--- src/hw/rtl/pqms_pkg.sv ---
package pqms_pkg;

  localparam int unsigned QUEUE_DEPTH = 128;
  localparam int unsigned AddrW = (QUEUE_DEPTH > 1) ? $clog2(QUEUE_DEPTH) : 1;
  localparam int unsigned CntW  = $clog2(QUEUE_DEPTH + 1);
  localparam int unsigned OccW  = 8;

  localparam logic REQ_ENQ = 1'b0;
  localparam logic REQ_DEQ = 1'b1;

  typedef enum logic [1:0] {
    ST_DONE  = 2'd0,
    ST_FULL  = 2'd1,
    ST_EMPTY = 2'd2
  } status_e;

  typedef struct packed {
    logic               req_type;
    logic signed [31:0] item_value;
    logic signed [31:0] item_priority;
  } req_t;

  typedef struct packed {
    status_e            status;
    logic signed [31:0] served_value;
    logic signed [31:0] served_priority;
    logic [OccW-1:0]    occupancy;
  } rsp_t;

  // one stored pair as held in the entry memory
  typedef struct packed {
    logic signed [31:0] pri;
    logic signed [31:0] val;
  } entry_t;

  localparam int unsigned EntryW = $bits(entry_t);

endpackage

--- src/hw/rtl/pqms_best.sv ---
module pqms_best (
  input  logic                       clk_i,
  input  logic                       rst_ni,
  input  logic                       valid_i,
  input  logic                       first_i,
  input  logic [pqms_pkg::AddrW-1:0] idx_i,
  input  pqms_pkg::entry_t           ent_i,
  output pqms_pkg::entry_t           best_o,
  output logic [pqms_pkg::AddrW-1:0] best_idx_o
);

  pqms_pkg::entry_t           best_q;
  logic [pqms_pkg::AddrW-1:0] idx_q;
  logic                       take;

  // higher priority wins, then larger value; equal pairs keep the earlier one
  assign take = first_i || (ent_i.pri > best_q.pri) ||
                ((ent_i.pri == best_q.pri) && (ent_i.val > best_q.val));

  assign best_o     = take ? ent_i : best_q;
  assign best_idx_o = take ? idx_i : idx_q;

  always_ff @(posedge clk_i or negedge rst_ni) begin
    if (!rst_ni) begin
      best_q <= '0;
      idx_q  <= '0;
    end else if (valid_i) begin
      best_q <= best_o;
      idx_q  <= best_idx_o;
    end
  end

endmodule

--- config.mk ---
export PLATFORM = sky130hd
export DESIGN_NAME = pqms_best
export DESIGN_NICKNAME = d
export VERILOG_FILES = /design/src/hw/rtl/pqms_pkg.sv /design/src/hw/rtl/pqms_best.sv
export SDC_FILE = /design/constraint.sdc
export NUM_CORES = 1
export LEC_CHECK = 0
export BUFFER_PORTS_ARGS = -buffer_cell sky130_fd_sc_hd__clkbuf_2
export CAP_MARGIN = 20
export CORE_MARGIN = 4
export CORE_UTILIZATION = 48
export DETAILED_ROUTE_END_ITERATION = 16
export PLACE_DENSITY = 0.77
export SYNTH_ARGS = -nofsm -noshare
export SYNTH_HDL_FRONTEND = slang
export SYNTH_SLANG_ARGS = --single-unit
--- constraint.sdc ---
create_clock -name clk_i -period 4.1 [get_ports clk_i]
set_input_delay 0.82 -clock clk_i [delete_from_list [all_inputs] [get_ports clk_i]]
set_output_delay 0.82 -clock clk_i [all_outputs]
set_load 0.02 [all_outputs]
### Word level (Yosys, flattened, before mapping)

Cells that the tools add are included.

* magnitude comparators: 2
* equal/unequal tests: 1
* multiplexer cells: 2
* reductions and logical operators: 3

Operator list (number)
* > comparator 32 bit: 2
* two-way mux 64 bit: 1
* equality test 32 bit: 1
* two-way mux 7 bit: 1
* logical OR 1 bit: 2
* logical AND 1 bit: 1

* register bits: 71
* input bits: 75
* output and inout port bits: 71
* word-level logic and storage cells: 11

### Depth between registers and ports, before layout

* word-level depth: 4
* depth in mapped cells: 10
* mapped depth without buffers: 9

### Worst setup path after synthesis

Ideal clock, no wire load.

* path kind: input-to-output
* from: input port ent_i[46] in the netlist's numbering
* to: output port best_o[10] in the netlist's numbering
* data arrival time: 3.191 ns
* required time: 3.280 ns
* slack: 0.089 ns
* stages: 9
* buffers on the path: 1
* path through: ha_1 a21oi_1 nand2_1 a221o_1 o311ai_0 nand4bb_1 nor3_2 buf_4 mux2_1

RTL lines
* start, declared: line pqms_best.sv:7 `input pqms_pkg::entry_t ent_i,`
* end, declared: line pqms_best.sv:8 `output pqms_pkg::entry_t best_o,`

==> metrics list <==
* Ys async rst share: 100%
- After the last flow step, the layout net total stands at 802.
- Along the worst path, the maximum fanout reaches 7.
- STA puts the critical path data required time at 3.28 ns.
- Biggest area consumer among synthesized cells: sky130_fd_sc_hd__dfrtp_1
- The final layout contains routed wiring with a total length of 16200 µm.
- Area taken by flip-flops and latches: 0.00178 mm²
* Buffers on Ports: 145
* Type of element capturing the critical path: output pin
* Initial standard-cell utilization of the core: 49.8%
- The flow ran to the end, but the final reports show violations.
* Antenna diode count: 0
- Total power per unit cell area: 581 mW/mm²
* Half-perimeter wire length after detailed placement: 9230 µm
- After synthesis, the cell types taking the most area are sky130_fd_sc_hd__dfrtp_1 34%, sky130_fd_sc_hd__mux2_2 27%, sky130_fd_sc_hd__ha_1 15%.
- Counting every instance in the synthesized netlist gives 461.
- The number of antenna violations at the first check in global routing was 0.
- A synthesized cell averages 11.2 µm².
* Share of the core filled with cells in the final layout: 77.3%
- For this design the top-level I/O count stands at 146.
- ANT nets after route: 0
- Clock-pin transition on the worst setup and hold timing paths: 0.08 ns
- By startpoint and endpoint, the worst setup path is classified as in -> out.
- Post-synthesis instance area: 0.00518 mm²
* Most frequent cells in the layout: 71 x sky130_fd_sc_hd__dfrtp_1, 68 x sky130_fd_sc_hd__inv_1, 68 x sky130_fd_sc_hd__mux2_2, 62 x sky130_fd_sc_hd__mux2_4, 61 x sky130_fd_sc_hd__clkbuf_2
- The worst path in the final design needs a cycle of 4.38 ns, including I/O delays and setup.
- Root cell of the clock tree: sky130_fd_sc_hd__clkbuf_8
- First-pass GRT wire length: 22300 µm
- In this run the worst hold path is classified as reg -> reg.
- CTS saw 71 sinks.
- At the pin with the least slew margin, the transition time is 0.962 ns.
- STA classifies the critical path startpoint as a primary input.
- For this run, the detailed router's first-pass iteration total came to 4.
- Setup repair after global routing could not meet its margin everywhere.
* Worst vdd rail ir drop: 0.362 mV
- For this run, the total global-route usage over all layers was measured as 21.7%.
- Core area: 0.0104 mm²
* Maximum level of the CTS H-tree: 3
- Summing all multi-input logic gate instances after layout gives 0.00365 mm².
* Clock latency of the later-clocked register in the worst-skew pair: 0.35 ns
- Initial DRC count: 209
- Clock tree from TritonCTS: yes
* Maximum clock rate: 229 MHz
- Number of clock buffers inserted by TritonCTS: 9
- Leakage Power: 3.93 nW
* Fraction of synthesized cell area taken by the top area cell type: 34.3%
* Syn Nets: 600
* Share of the yosys chip area belonging to registers: 34.3%
- Count of cell types in the netlist: 36
- The total overflow left after global routing is 0.
- Hold slack final: 0.518 ns
- The number of slew-limit violations in the final report was 0.
* Number of global-route vias before repair: 4635
- In this run the deepest clock path goes through 2 buffers.
- Across all layers, the routed design uses 4463 vias.
- Total of flip-flops plus latches after synthesis: 71
- In the routed layout, each cell is associated on average with a via count of 5.55.
- Overall die area: 0.0125 mm²
- Count of standard-cell rows: 37
- Counting flops with a built-in enable in the synthesized netlist gives 0.
- Slew Limit Headroom: 35.8%
- The most used flip-flop cell after synthesis is sky130_fd_sc_hd__dfrtp_1.
* Violated checks: negative setup slack
* Chip Height: 112 µm
- Layout Area Growth over Synthesis: 55.3%
- Final-report setup violation count: 71
- DRC violations left: 0
- Die width: 112 µm
- Yosys warnings: 0
- Period utilisation layout: 107%
- Leading cell type in the layout, fill and taps excluded: sky130_fd_sc_hd__dfrtp_1
* Data arrival time at the worst-slack endpoint: 3.56 ns
* Pin count of the biggest net entering global routing: 72
- The congestion estimate from routability-driven global placement came to 0.826.
* Post-route setup slack: -0.275 ns
* Fill cell instance count of the final layout: 602
* Fraction of final layout cells sized beyond drive strength 1: 58.4%
* MaxCap Viol Count: 0
- Routed WL per cell: 20.2 µm
- Clock tree skew after final layout: 0.0139 ns
- Final-report hold violation count: 0
## stage by stage
stage          cell area [µm²]  std cells  total power, mW  setup TNS, ns  setup WS, ns
2_1_floorplan             5180        461             2.48              0        0.0888
3_3_place_gp              6250        764             2.99         -13.99        -0.226
3_5_place_dp              6250        764             3.08         -22.58        -0.338
4_1_cts                   7190        794             4.01          -8.92        -0.167
5_1_grt                   8050        804             4.93         -23.08        -0.378
6_report                  8050        804             4.68         -16.73        -0.275
## where the power goes
group | switching [mW] | internal, mW | total (mW)
registers | 0.193 | 0.935 | 1.13
logic | 1.34 | 1.67 | 3.02
clock network | 0.281 | 0.252 | 0.533
## cell families after synthesis
logic type | count (synthesis) | share of synthesized area [%]
compound gates | 53 | 6.64
mux | 142 | 30.8
buf+inv | 82 | 7.46
flops | 71 | 34.3
simple gates | 49 | 5.33
fa+ha+maj | 64 | 15.4
## timing repair
item | 4_1_cts | 5_1_grt
pin swaps | 11 | 19
cloned | 4 | 7
setup buffers | 10 | 4
endpoints found under the setup margin | 71 | 71
gates resized for setup | 94 | 265
hold buffers | 0 | 0
## synth_stat cells, types with 2 or more instances
cell / number
sky130_fd_sc_hd__a21o_1: 5
sky130_fd_sc_hd__a21oi_1: 25
sky130_fd_sc_hd__a221o_1: 2
sky130_fd_sc_hd__a221oi_1: 2
sky130_fd_sc_hd__and4_1: 2
sky130_fd_sc_hd__buf_4: 7
sky130_fd_sc_hd__buf_6: 7
sky130_fd_sc_hd__dfrtp_1: 71
sky130_fd_sc_hd__ha_1: 64
sky130_fd_sc_hd__inv_1: 68
sky130_fd_sc_hd__mux2_1: 17
sky130_fd_sc_hd__mux2_2: 125
sky130_fd_sc_hd__nand2_1: 11
sky130_fd_sc_hd__nand3_1: 7
sky130_fd_sc_hd__nand4_1: 13
sky130_fd_sc_hd__nor2_1: 3
sky130_fd_sc_hd__nor2b_1: 2
sky130_fd_sc_hd__nor3_1: 3
sky130_fd_sc_hd__nor4_1: 3
sky130_fd_sc_hd__o211ai_1: 2
sky130_fd_sc_hd__o21ai_0: 7
## metal layers
layer  vias to the layer above  routed length, µm  track usage, %
li1                       2068                  -               -
met1                      2242               6520            26.5
met2                       137               8750            38.8
met3                        16                805            4.46
met4                         0                153            5.60
met5                         -                  0               0
## final timing paths
path                            startpoint         end  slack [ns]  cells after the start
worst min register to register    idx_q[4]    idx_q[4]        0.52                      1
worst max-delay path             ent_i[62]  best_o[10]       -0.28                     15
max in group asynchronous           rst_ni  best_q[63]        2.86                      1
worst min-delay path              idx_q[4]    idx_q[4]        0.52                      1
worst max register to register  best_q[61]  best_q[54]        0.66                     13
min in group asynchronous           rst_ni   best_q[8]        0.61                      1
## state kept, by name (all words and copies together), names as in the netlist
name	count
best_q	64
idx_q	7
## worst max-delay path, cell delays in order
cell and delay (ns):
sky130_fd_sc_hd__clkbuf_8 0.13, sky130_fd_sc_hd__ha_4 0.26, sky130_fd_sc_hd__nand4_1 0.16, sky130_fd_sc_hd__nor4_2 0.37, sky130_fd_sc_hd__buf_4 0.19, sky130_fd_sc_hd__buf_6 0.10
sky130_fd_sc_hd__and3_4 0.17, sky130_fd_sc_hd__and2_1 0.11, sky130_fd_sc_hd__and4b_2 0.28, sky130_fd_sc_hd__nor3_4 0.05, sky130_fd_sc_hd__buf_6 0.14, sky130_fd_sc_hd__buf_12 0.14
sky130_fd_sc_hd__buf_6 0.13, sky130_fd_sc_hd__mux2_1 0.32, sky130_fd_sc_hd__buf_2 0.17
## area by class of cell
type	instances	share of cell area, %
Clock buffer	13	1.97
Clock inverter	3	0.218
Timing Repair Buffer	205	25.1
Inverter	68	3.17
Multi-Input combinational cell	308	45.4
Sequential cell	71	22.1
Tap cell	136	2.11
Note: power is estimated with default switching activity, not from simulation.
